$ cat config.mk
export PLATFORM = sky130hd
export DESIGN_NAME = crc_frame_checker_unit
export DESIGN_NICKNAME = d
export VERILOG_FILES = /design/src/hdl/crcfc_pkg.sv /design/src/hdl/crcfc_frame.sv /design/src/hdl/crcfc_outq.sv /design/src/hdl/crc_frame_checker_unit.sv
export SDC_FILE = /design/constraint.sdc
export NUM_CORES = 1
export LEC_CHECK = 0
export ABC_AREA = 1
export BUFFER_PORTS_ARGS = -buffer_cell sky130_fd_sc_hd__buf_2
export CAP_MARGIN = 10
export CORE_MARGIN = 3
export CORE_UTILIZATION = 60
export DETAILED_ROUTE_END_ITERATION = 10
export MAX_ROUTING_LAYER = met4
export PLACE_DENSITY = 0.78
export SYNTH_ARGS = -nofsm -noshare
export SYNTH_HDL_FRONTEND = slang
export SYNTH_HIERARCHICAL = 1
export SYNTH_SLANG_ARGS = --single-unit
$ cat constraint.sdc
create_clock -name clk -period 14.78 [get_ports clk]
set_clock_uncertainty 0.15 [all_clocks]
set_input_delay 0.739 -clock clk [delete_from_list [all_inputs] [get_ports clk]]
set_output_delay 0.739 -clock clk [all_outputs]
set_load 0.03 [all_outputs]
$ cat src/hdl/crcfc_pkg.sv
package crcfc_pkg;

  // frame layout and bounds
  localparam longint unsigned MAX_FRAME_BYTES = 64'd65536;
  localparam int CNT_W = $clog2(MAX_FRAME_BYTES + 64'd1);
  localparam int HDR_BYTES = 24;
  localparam int TRAILER_BYTES = 4;
  localparam int MIN_FRAME_BYTES = HDR_BYTES + TRAILER_BYTES;
  localparam int MAGIC_BYTES = 4;
  localparam int VERSION_POS = 4;
  // wide enough for header + 32-bit length + trailer and for any byte count
  localparam int EXP_W = 34;

  localparam logic [7:0]  FRAME_VERSION = 8'h01;
  localparam logic [31:0] MAGIC_WORD = 32'h4C48_5243;
  localparam logic [31:0] CRC_POLY = 32'hEDB8_8320;
  localparam logic [31:0] CRC_INIT = 32'hFFFF_FFFF;

  localparam int IN_TDATA_W = 8;
  localparam int OUT_TDATA_W = 168;

  typedef enum logic [2:0] {
    ST_OK           = 3'd0,
    ST_TOO_SHORT    = 3'd1,
    ST_BAD_MAGIC    = 3'd2,
    ST_BAD_VERSION  = 3'd3,
    ST_LEN_MISMATCH = 3'd4,
    ST_CRC_MISMATCH = 3'd5
  } status_t;

  // one result item
  typedef struct packed {
    logic        item_kind;
    logic [7:0]  payload_byte;
    status_t     status;
    logic [7:0]  msg_type;
    logic [15:0] frame_flags;
    logic [31:0] sequence_number;
    logic [63:0] timestamp;
    logic [31:0] payload_size;
  } res_t;

  // the up to two result items caused by one input item
  typedef struct packed {
    logic pay_valid;
    logic stat_valid;
    res_t pay;
    res_t stat;
  } step_res_t;

  // expected magic byte at header position idx
  function automatic logic [7:0] magic_byte(input logic [1:0] idx);
    logic [7:0] b;
    case (idx)
      2'd0: b = MAGIC_WORD[7:0];
      2'd1: b = MAGIC_WORD[15:8];
      2'd2: b = MAGIC_WORD[23:16];
      default: b = MAGIC_WORD[31:24];
    endcase
    return b;
  endfunction

  // reflected crc-32, one byte, unrolled
  function automatic logic [31:0] crc_byte(input logic [31:0] crc, input logic [7:0] b);
    logic [31:0] c;
    c = crc ^ {24'd0, b};
    for (int i = 0; i < 8; i++) begin
      c = (c >> 1) ^ (CRC_POLY & {32{c[0]}});
    end
    return c;
  endfunction

endpackage

$ cat src/hdl/crcfc_frame.sv
module crcfc_frame (
  input  logic                  clk,
  input  logic                  rst,
  input  logic                  step,
  input  logic [7:0]            rx_byte,
  input  logic                  end_of_frame,
  output crcfc_pkg::step_res_t  res
);
  import crcfc_pkg::*;

  logic [CNT_W-1:0] byte_count, byte_count_next;
  logic             count_overflow, count_overflow_next;
  logic             magic_bad, magic_bad_next;
  logic             version_bad, version_bad_next;
  logic [31:0]      running_crc, running_crc_next;
  logic [31:0]      received_crc, received_crc_next;
  logic [7:0]       hdr [HDR_BYTES];

  logic             stored;
  logic             in_hdr;
  logic             is_payload;
  logic [31:0]      hdr_len;
  logic [EXP_W-1:0] pay_off;
  logic [EXP_W-1:0] expect_len;
  status_t          st;

  assign hdr_len = {hdr[23], hdr[22], hdr[21], hdr[20]};

  // per-byte frame state update
  always_comb begin
    stored = !count_overflow && (byte_count < CNT_W'(MAX_FRAME_BYTES));
    byte_count_next = stored ? byte_count + CNT_W'(1) : byte_count;
    count_overflow_next = count_overflow | ~stored;
    // byte leaving the four-byte trailer delay line joins the crc
    if (count_overflow || (byte_count >= CNT_W'(TRAILER_BYTES))) begin
      running_crc_next = crc_byte(running_crc, received_crc[7:0]);
    end else begin
      running_crc_next = running_crc;
    end
    received_crc_next = {rx_byte, received_crc[31:8]};
    in_hdr = stored && (byte_count < CNT_W'(HDR_BYTES));
    magic_bad_next = magic_bad;
    if (in_hdr && (byte_count < CNT_W'(MAGIC_BYTES)) &&
        (rx_byte != magic_byte(byte_count[1:0]))) begin
      magic_bad_next = 1'b1;
    end
    version_bad_next = version_bad;
    if (in_hdr && (byte_count == CNT_W'(VERSION_POS)) && (rx_byte != FRAME_VERSION)) begin
      version_bad_next = 1'b1;
    end
  end

  // payload position test
  always_comb begin
    pay_off = EXP_W'(byte_count) - EXP_W'(HDR_BYTES);
    is_payload = stored && !in_hdr && (pay_off < EXP_W'(hdr_len));
  end

  // status in priority order, on the state after this byte
  always_comb begin
    expect_len = EXP_W'(HDR_BYTES) + EXP_W'(hdr_len) + EXP_W'(TRAILER_BYTES);
    if (!count_overflow_next && (byte_count_next < CNT_W'(MIN_FRAME_BYTES))) begin
      st = ST_TOO_SHORT;
    end else if (magic_bad_next) begin
      st = ST_BAD_MAGIC;
    end else if (version_bad_next) begin
      st = ST_BAD_VERSION;
    end else if (count_overflow_next || (EXP_W'(byte_count_next) != expect_len)) begin
      st = ST_LEN_MISMATCH;
    end else if (~running_crc_next != received_crc_next) begin
      st = ST_CRC_MISMATCH;
    end else begin
      st = ST_OK;
    end
  end

  // result items for this byte
  always_comb begin
    res = '0;
    res.pay_valid = step && is_payload;
    res.stat_valid = step && end_of_frame;
    res.pay.item_kind = 1'b0;
    res.pay.payload_byte = rx_byte;
    res.pay.status = ST_OK;
    res.stat.item_kind = 1'b1;
    res.stat.status = st;
    if (st == ST_OK) begin
      res.stat.msg_type = hdr[5];
      res.stat.frame_flags = {hdr[7], hdr[6]};
      res.stat.sequence_number = {hdr[11], hdr[10], hdr[9], hdr[8]};
      res.stat.timestamp = {hdr[19], hdr[18], hdr[17], hdr[16],
                            hdr[15], hdr[14], hdr[13], hdr[12]};
      res.stat.payload_size = hdr_len;
    end
  end

  // frame state, back to reset after the final byte
  always_ff @(posedge clk) begin
    if (rst) begin
      byte_count <= '0;
      count_overflow <= 1'b0;
      magic_bad <= 1'b0;
      version_bad <= 1'b0;
      running_crc <= CRC_INIT;
      received_crc <= '0;
    end else if (step) begin
      if (end_of_frame) begin
        byte_count <= '0;
        count_overflow <= 1'b0;
        magic_bad <= 1'b0;
        version_bad <= 1'b0;
        running_crc <= CRC_INIT;
        received_crc <= '0;
      end else begin
        byte_count <= byte_count_next;
        count_overflow <= count_overflow_next;
        magic_bad <= magic_bad_next;
        version_bad <= version_bad_next;
        running_crc <= running_crc_next;
        received_crc <= received_crc_next;
      end
    end
  end

  // header byte store, only read once every position has been written
  always_ff @(posedge clk) begin
    if (step && in_hdr) begin
      hdr[byte_count[4:0]] <= rx_byte;
    end
  end

endmodule

$ cat src/hdl/crcfc_outq.sv
module crcfc_outq (
  input  logic                  clk,
  input  logic                  rst,
  input  crcfc_pkg::step_res_t  push,
  output logic                  can_take,
  output logic                  out_valid,
  input  logic                  out_ready,
  output crcfc_pkg::res_t       out_res
);
  import crcfc_pkg::*;

  logic pend_valid;
  res_t pend_res;
  logic pop;

  // a new step needs the spare slot free and the output register free or leaving
  assign pop = out_valid && out_ready;
  assign can_take = !pend_valid && (!out_valid || out_ready);

  // control
  always_ff @(posedge clk) begin
    if (rst) begin
      out_valid <= 1'b0;
      pend_valid <= 1'b0;
    end else if (pend_valid) begin
      if (pop) begin
        pend_valid <= 1'b0;
      end
    end else if (push.pay_valid || push.stat_valid) begin
      out_valid <= 1'b1;
      pend_valid <= push.pay_valid && push.stat_valid;
    end else if (pop) begin
      out_valid <= 1'b0;
    end
  end

  // payload: payload byte first, status waits in the spare slot
  always_ff @(posedge clk) begin
    if (pend_valid) begin
      if (pop) begin
        out_res <= pend_res;
      end
    end else if (push.pay_valid) begin
      out_res <= push.pay;
      pend_res <= push.stat;
    end else if (push.stat_valid) begin
      out_res <= push.stat;
    end
  end

endmodule

$ cat src/hdl/crc_frame_checker_unit.sv
// Frame checker: takes a frame one byte per item on s_axis (tlast on the final
// byte), checks the 24-byte little-endian header, the length and the reflected
// CRC-32 trailer, passes payload bytes out as they arrive (m_axis tlast low)
// and ends each frame with one status item (m_axis tlast high) that carries
// the header fields when the status is ok. A byte is taken every cycle unless
// m_axis back-pressure holds it; input also waits when the final byte is also
// a payload byte, since the two output items it causes leave through the
// single output register one after the other. An input item reaches its first
// output item through the input register, then the result register. All frame
// state returns to its reset values after the final byte.
module crc_frame_checker_unit (
  input  logic                                 clk,
  input  logic                                 rst,
  input  logic                                 s_axis_tvalid,
  output logic                                 s_axis_tready,
  // [7:0] rx_byte
  input  logic [crcfc_pkg::IN_TDATA_W-1:0]     s_axis_tdata,
  input  logic                                 s_axis_tlast,
  output logic                                 m_axis_tvalid,
  input  logic                                 m_axis_tready,
  // [7:0] payload_byte, [10:8] status, [18:11] msg_type, [34:19] frame_flags,
  // [66:35] sequence_number, [130:67] timestamp, [162:131] payload_size, rest zero
  output logic [crcfc_pkg::OUT_TDATA_W-1:0]    m_axis_tdata,
  output logic                                 m_axis_tlast
);
  import crcfc_pkg::*;

  logic       in_valid;
  logic [7:0] in_byte;
  logic       in_last;
  logic       can_take;
  logic       step;
  step_res_t  step_res;
  res_t       out_res;

  assign step = in_valid && can_take;
  assign s_axis_tready = !in_valid || can_take;

  // input register
  always_ff @(posedge clk) begin
    if (rst) begin
      in_valid <= 1'b0;
    end else if (s_axis_tvalid && s_axis_tready) begin
      in_valid <= 1'b1;
    end else if (step) begin
      in_valid <= 1'b0;
    end
  end

  always_ff @(posedge clk) begin
    if (s_axis_tvalid && s_axis_tready) begin
      in_byte <= s_axis_tdata[7:0];
      in_last <= s_axis_tlast;
    end
  end

  crcfc_frame u_frame (
    .clk          (clk),
    .rst          (rst),
    .step         (step),
    .rx_byte      (in_byte),
    .end_of_frame (in_last),
    .res          (step_res)
  );

  crcfc_outq u_outq (
    .clk       (clk),
    .rst       (rst),
    .push      (step_res),
    .can_take  (can_take),
    .out_valid (m_axis_tvalid),
    .out_ready (m_axis_tready),
    .out_res   (out_res)
  );

  // output packing
  assign m_axis_tlast = out_res.item_kind;
  assign m_axis_tdata = {5'd0, out_res.payload_size, out_res.timestamp,
                         out_res.sequence_number, out_res.frame_flags,
                         out_res.msg_type, out_res.status, out_res.payload_byte};

endmodule
==> results of run 1 <==
-- stage by stage --
step	instances	power [mW]
floorplan	3533	2.00
global placement	4074	2.01
detailed placement	4074	2.01
CTS	4178	3.39
global route	4178	3.49
finish	4179	3.38
-- power by group through the flow --
stage	Clock, mW	Sequential [mW]	Combinational (mW)
after floorplan	0	1.85	0.148
after global placement	0	1.82	0.197
after detailed placement	0	1.82	0.197
after CTS	1.41	1.78	0.198
after global routing	1.48	1.78	0.223
final	1.39	1.78	0.203
-- worst max-delay path, delay by kind of cell, from the launching register on --
kind | cells | cell delay [ps]
AND/OR/NAND/NOR | 16 | 2400
flip-flops | 1 | 460
adder cells (fa/ha/maj) | 1 | 210
AO/OA/AOI/OAI | 2 | 150
buffers and inverters | 5 | 2330
-- sequential cells by signal, summed over array words and instances, names as in the netlist --
name and flops:
u_outq/out_res 164, u_outq/pend_res 164, u_frame/hdr 152, u_frame/received_crc 32
u_frame/running_crc 32, u_frame/byte_count 17, in_byte 8, in_last 1
in_valid 1, u_frame/count_overflow 1, u_frame/magic_bad 1, u_frame/version_bad 1
u_outq/out_valid 1, u_outq/pend_valid 1
-- layer usage --
layer | up-vias | global-route usage | part of all wire | routed length, um
met4 | 0 | 0.0822 | 0.028 | 2140
li1 | 10900 | - | - | -
met3 | 140 | 0.0450 | 0.090 | 6830
met2 | 1049 | 0.444 | 0.46 | 34600
met5 | - | - | 0 | 0
met1 | 10500 | 0.407 | 0.42 | 31900
-- cells in the mapped netlist (2+ instances only) --
library cell / n / area share
nand3_2: 2 / 0.00066
nand3b_1: 11 / 0.0027
edfxtp_1: 489 / 0.49
inv_2: 13 / 0.0016
buf_6: 33 / 0.012
and2_1: 3 / 0.00062
nand2_2: 19 / 0.0039
buf_4: 217 / 0.054
nor3_1: 23 / 0.0038
a21oi_1: 419 / 0.070
or2_2: 2 / 0.00042
a31oi_1: 3 / 0.00062
xnor2_1: 6 / 0.0017
o211ai_1: 12 / 0.0030
nor2_2: 136 / 0.028
nor4_1: 4 / 0.00083
buf_8: 2 / 0.0010
ha_1: 42 / 0.017
nor2_4: 4 / 0.0015
a21oi_2: 2 / 0.00058
inv_1: 308 / 0.038
nand4_1: 27 / 0.0056
a211oi_1: 4 / 0.0010
o21ai_0: 53 / 0.0088
nand3_1: 159 / 0.026
nand2_1: 822 / 0.10
nor2_1: 306 / 0.038
or2_1: 3 / 0.00062
nor3b_1: 2 / 0.00050
xor2_1: 50 / 0.015
conb_1: 3 / 0.00037
o21ai_1: 4 / 0.00066
buf_2: 41 / 0.0068
dfxtp_1: 87 / 0.058
clkbuf_1: 31 / 0.0039
-- final timing paths --
check | start | cells past startpoint | to
worst min register to register | u_frame/received_crc[20] | 2 | u_frame/received_crc[12]
worst max-delay path | u_frame/byte_count[4] | 24 | u_outq/out_res[34]
worst min-delay path | s_axis_tdata[2] | 1 | in_byte[2]
worst max register to register | u_frame/byte_count[4] | 24 | u_outq/out_res[34]
-- cells in the final DEF (no fill, tap or decap), types with 19 or more instances in the layout --
master and n:
o21ai_0 52, a21oi_1 419, buf_2 178, clkbuf_16 56, dfxtp_1 86, inv_1 307, ha_1 42, nand3_1 158
buf_4 21, conb_1 185, nor2_2 137, nand4_1 27, nor3_1 23, xor2_1 50, nand2_2 19, nand2_1 822
edfxtp_1 489, nor2_1 304
-- cell type report --
class	instances	share of cell area
sequential	576	0.510
multi-input combinational	2308	0.337
clock buffer	64	0.0444
inverter	324	0.0379
timing repair buffer	202	0.0344
tap	664	0.0258
clock inverter	40	0.0107
antenna	1	0.0000776
-- cell families (layout without fill, tap and decap cells) --
kind of cell,Yosys count,count (layout)
simple gates,1523,1523
buf+inv,649,630
flops,576,576
compound gates,502,502
xor+xnor,56,56
fa+ha+maj,42,42
other cells,3,186
==> implementation parameters, run 1 <==
Parameter                              Value

STA
  Fin crit share ... 0.411
  Smallest hold slack ... roughly 120 ps
  Post-Route Setup TNS ... 0 ps
  Slew at the pin closest to its max-slew limit ... between 1000 and 1500 ps
  Min cycle time layout ... 6070 ps
  Maximum clock frequency ... roughly 0.16 GHz
  Final worst setup slack ... a little under 9000 ps
  Max Transition Viols Final ... 0
  Final hold violation count ... 0
  RSZ-0062 raised after global routing ... no
  Headroom to the max-slew limit ... 0.0877
  Final setup violation count ... 0

Floorplanning
  Site row count ... 81
  Core Box Area ... between 40000 and 50000 um^2
  Starting density of the core ... 0.612
  DIE WIDTH ... around 230 um
  Die Y-Extent ... about 230 um
  Die outline area ... about 53000 um^2
  Total I/O pin count ... ~180

Power
  Share of power burned in the clock network ... 0.412
  Net switching share of the total power ... 0.234
  Power per standard cell area ... 105 nW/um^2
  Worst ir drop on vdd ... roughly 0.000089 V
  Portion of total power attributed to combinational logic ... 0.060
  P_int ... around 2.6 mW
  Part of the power in registers ... 0.528
  Reported net switching power ... around 790 uW
  Standby leakage power ... about 13 nW

CTS
  Clk_lat worst skew ... 650 ps
  Clock root cell ... clkbuf_16
  TritonCTS clock tree ... yes
  Clock-pin slew of the registers on the worst-case setup and hold paths ... ~60 ps
  Number of buffers inserted for hold repair after clock tree synthesis ... 0
  Inserted Clock Buffers ... 56
  CTS Sinks ... 576
  Post-CTS Resized ... 0
  Number of H-tree levels ... 2
  Post-CTS Setup Repair Bufs ... 0
  Worst-case clock buffer depth ... 3

Setup path
  Arr. time, crit path ... between 6000 and 7000 ps
  Critical Path Start Type ... flop
  Critical Path Fanout Max ... between 50 and 60
  Kind of end point of the critical path ... flop
  Worst endpoint required time ... 15000 ps
  Setup slack of the most critical reg-to-reg path ... 8710 ps
  Cell type of the slowest stage on the worst timing path ... buf_4
  Classification of the worst setup path ... reg -> reg
  Worst-path cell chain ... inv_1 -> ha_1 -> nand2_2 -> inv_1 -> nor2_1 -> nand2_2 -> nor2_4 -> nand2_2 -> inv_2 -> nand2_1 -> nand2_1 -> nand2_1 -> o21ai_0 -> nor2_1 -> nand2_1 -> nor2_1 -> nand2_1 -> nor2_2 -> nand3_4 -> buf_4 -> buf_4 -> nor2_2 -> nand2_1 -> a21oi_1
  Cell occurring most often along the worst timing path ... nand2_1
  Largest stage delay, worst path ... around 840 ps

Finish
  NumNets Final ... 3523
  Fill cell count ... between 4000 and 5000
  Area taken by flip-flops and latches ... approximately 16000 um^2
  Final Instance Area ... 32200 um^2
  Final design utilization ... 0.654
  Share of final-layout standard cells stronger than drive strength 1 ... 0.133
  Area growth, synth to finish ... 6.97%
  Multi-input combinational cell area ... ~11000 um^2

Run
  Max-cap check violation count ... 0

Drt
  Routed WL per cell ... around 18 um
  First-iteration detailed-routing DRC count ... 2472
  Length of the first detailed-routing pass in iterations ... 6
  Routed wire length ... between 70 and 80 mm
  DR vias ... about 23000
  Vias per std cell ... 5.41
  Post-route antenna net violation count ... 0
  Remaining routing DRC violations ... 0

Synthesis
  Seq/Total Area, Yosys ... 0.545
  Fraction of synthesized cell area in xor and xnor cells ... 0.0163
  Arithmetic-cell share of the synthesized area counting full adders, half adders and majority gates ... 0.0174
  Area fraction in and, or, nand and nor cells after synthesis ... 0.216
  Area of the mapped netlist ... roughly 30000 um^2
  Share of the synthesized area in compound gates (AO/OA/AOI/OAI) ... 0.0856
  Number of unique standard cell types used by synthesis ... 44
  Mean Syn Cell Area ... around 9 um^2
  Flop and latch count out of synthesis ... 576
  Largest family of logic cells by synthesized area ... simple AND/OR/NAND/NOR gates
  Main flop type after synthesis ... edfxtp_1
  Number of enable-type register cells in the synthesized netlist ... just under 500
  Number of warnings printed during yosys synthesis ... 6
  Multiplexer share of the synthesized area ... 0
  Fraction of synthesis flops using an asynchronous set or reset pin ... 0
  Post-Synthesis Cells ... ~3400

Min path
  Hold crit path type ... in -> reg

Global routing
  Number of global-route vias before repair ... between 20000 and 25000
  Largest net degree at the start of global routing ... between 150 and 200
  Antenna violations before repair ... 0
  Congestion Overflow GR ... 0
  First-pass GRT wire length ... 118 mm
  Gr usage total ... 0.290

Placement
  Count of input and output buffers ... 178
  Global placer's final weighted congestion ... around 1.0
  HPWL reported at the end of detailed placement ... 48.6 mm
  Area after detailed placement ... between 30000 and 40000 um^2
  Pre-CTS setup slack ... around 8900 ps

Status
  Result of the run ... completed
Note: power is estimated with default switching activity, not from simulation.
==> run 2, diff against run 1 <==
Clock period 14.78 ns to 5.65 ns, I/O delays scaled along.
==> run 2 against run 1 <==
Design area increased by 1.4%. Via count increased by 1.3%. Critical path depth decreased by 1. Sequential share of layout area decreased by 0.70 points. Maximum frequency increased by 22%. Non-clock buffer count increased by 25. Worst setup slack got worse by 8000 ps. Clock power increased to 2.8 times the previous value. Clock-buffer cell count increased by 12. Combinational power increased to 2.6 times the previous value. Sequential power increased to 2.6 times the previous value. Worst hold slack got worse by 3.6 ps. Critical path type unchanged. Largest cell class unchanged.
==> implementation parameters, run 2 (synthesis results as in run 1) <==
Parameter                              Value

Finish
  Most common library cell in the layout ignoring fill and taps ... nand2_1
  Multi-input combinational cell area ... 10900 um^2 (+0.36%)
  Post-route non-filler standard cell count ... 4206 (+0.65%)
  Share of final-layout standard cells stronger than drive strength 1 ... 0.141 (+0.00713)
  Final design utilization ... 0.664 (+0.00937)
  Diodes inserted ... 0 (-1)
  Final Instance Area ... 32700 um^2 (+1.4%)
  Top library cells by usage in the layout, fill and taps aside ... nand2_1, edfxtp_1, a21oi_1, inv_1, nor2_1
  Area growth, synth to finish ... 8.50%
  Area taken by flip-flops and latches ... 16400 um^2 (about the same)
  Fill cell count ... 3979 (-3.2%)
  NumNets Final ... 3550 (+0.77%)

Run
  Max-cap check violation count ... 0 (unchanged)

STA
  Final setup violation count ... 0 (unchanged)
  Fin crit share ... 0.882 (+0.472)
  Headroom to the max-slew limit ... 0.264 (+0.176)
  Max Transition Viols Final ... 0 (unchanged)
  Maximum clock frequency ... 0.201 GHz (+22%)
  Slew at the pin closest to its max-slew limit ... 1100 ps (-264 ps)
  RSZ-0062 raised after global routing ... no
  Smallest hold slack ... 113 ps (-3.55 ps)
  Min cycle time layout ... 4990 ps (-1080 ps)
  Final hold violation count ... 0 (unchanged)

Setup path
  Critical Path Start Type ... flop
  Cell occurring most often along the worst timing path ... nand2_1
  Largest stage delay, worst path ... 610 ps (-230 ps)
  Kind of end point of the critical path ... flop
  Critical Path Fanout Max ... 54 (-3.6%)
  Cell type of the slowest stage on the worst timing path ... buf_4
  Arr. time, crit path ... 5090 ps (-1200 ps)
  Worst endpoint required time ... 5750 ps (-9250 ps)
  CP Buf/Inv Count ... 5 (unchanged)
  Classification of the worst setup path ... reg -> reg
  Cell family with most CP delay ... simple AND/OR/NAND/NOR gates
  Worst-path cell chain ... inv_2 -> o21ai_2 -> or2_4 -> nor2_4 -> inv_2 -> nor2_4 -> inv_2 -> nor2_2 -> inv_1 -> nand2_1 -> ha_1 -> nand4_1 -> a31oi_1 -> a2111oi_0 -> nand2_1 -> nand3_1 -> nand2_1 -> nand2_1 -> nand2_1 -> a31oi_4 -> o21ai_0 -> o21ai_4 -> buf_4

Drt
  Total met2 wirelength after detailed routing ... 34.6 mm (about the same)
  First-iteration detailed-routing DRC count ... 2439 (-1.3%)
  Post-route antenna net violation count ... 0 (unchanged)
  Routed WL per cell ... 18.1 um (about the same)
  Length of the first detailed-routing pass in iterations ... 6 (unchanged)
  DR vias ... 22900 (+1.3%)
  Vias per std cell ... 5.44 (+0.62%)
  Total length of routed met3 wires ... 6.56 mm (-4.1%)
  Met1 Routed Length ... 32.9 mm (+2.9%)
  Remaining routing DRC violations ... 0 (unchanged)
  Max Used Layer ... met4
  Routed wire length ... 76.0 mm (+0.63%)

CTS
  Inserted Clock Buffers ... 58 (+3.6%)
  TritonCTS clock tree ... yes
  Worst-case clock buffer depth ... 3 (unchanged)
  CTS Sinks ... 576 (unchanged)
  Clk_lat worst skew ... 630 ps (-20 ps)
  Post-CTS Resized ... 0 (unchanged)
  Post-CTS Setup Repair Bufs ... 0 (unchanged)
  Number of H-tree levels ... 2 (unchanged)
  Number of buffers inserted for hold repair after clock tree synthesis ... 11 (+11)
  Clock root cell ... clkbuf_16
  Clock-pin slew of the registers on the worst-case setup and hold paths ... 60 ps (about the same)

Floorplanning
  Die Y-Extent ... 230 um (unchanged)
  Core Box Area ... 49300 um^2 (unchanged)
  Total I/O pin count ... 184 (unchanged)
  DIE WIDTH ... 230 um (unchanged)
  Site row count ... 81 (unchanged)
  Die outline area ... 52900 um^2 (unchanged)
  Starting density of the core ... 0.612 (unchanged)

Power
  Worst ir drop on vdd ... 0.000230 V (+160%)
  Final Power ... 9.15 mW (+170%)
  Standby leakage power ... 13.1 nW (+1.7%)
  Power per standard cell area ... 280 nW/um^2 (+170%)

Global routing
  Largest net degree at the start of global routing ... 111 (-34%)
  Antenna violations before repair ... 0 (unchanged)
  Gr usage total ... 0.293 (+0.00236)
  Number of global-route vias before repair ... 20900 (-0.24%)
  Congestion Overflow GR ... 0 (unchanged)
  First-pass GRT wire length ... 119 mm (+0.69%)

Placement
  HPWL reported at the end of detailed placement ... 48.9 mm (+0.61%)
  Global placer's final weighted congestion ... 1.01 (+0.14%)
  Count of input and output buffers ... 178 (unchanged)
  Cells after DPL ... 4088 (+0.34%)
  Area after detailed placement ... 30600 um^2 (+0.60%)

Status
  Result of the run ... completed

Min path
  Hold crit path type ... in -> reg
==> run 2: worst paths after layout <==
path	slack, ps	start	to	depth (start not counted)
hold / removal	110	rst	u_frame/received_crc[0]	3
setup reg to reg	660	u_frame/byte_count[4]	u_outq/out_res[13]	23
hold reg to reg	340	u_frame/received_crc[9]	u_frame/received_crc[1]	2
setup / recovery	660	u_frame/byte_count[4]	u_outq/out_res[13]	23
==> run 2: worst reg2reg max path, stage by stage, from the launching register on <==
cell	delay, ps
dfxtp_2	370
inv_2	130
o21ai_2	80
or2_4	270
nor2_4	150
inv_2	60
nor2_4	140
inv_2	40
nor2_2	210
inv_1	100
nand2_1	120
ha_1	250
nand4_1	120
a31oi_1	70
a2111oi_0	340
nand2_1	230
nand3_1	120
nand2_1	70
nand2_1	60
nand2_1	100
a31oi_4	270
o21ai_0	250
o21ai_4	180
buf_4	610
==> run 2: through the flow <==
step	worst slack, ps	TNS (ps)
2_1_floorplan	-126	-20590
3_3_place_gp	781	0
3_5_place_dp	732	0
4_1_cts	704	0
5_1_grt	302	0
6_report	664	0
==> run 2: area by class of cell <==
class	instances	share of cell area
clock buffers	76	0.0474
multi-input cells	2308	0.333
clock inverters	31	0.0122
inverters	324	0.0376
well taps	664	0.0254
repair buffers	227	0.0413
flip-flops and latches	576	0.503
==> run 2: layer usage <==
| metal | vias to the layer above | GRT usage |
|---|---|---|
| met4 | 0 | 0.0826 |
| met2 | 1005 | 0.442 |
| met3 | 144 | 0.0393 |
| li1 | 11000 | - |
| met5 | - | - |
| met1 | 10800 | 0.419 |
==> run 2: power breakdown <==
part           internal [mW]  total (mW)  switching (mW)
clock                   2.30        3.95            1.65
combinational          0.138       0.528           0.390
sequential              4.63        4.67          0.0393
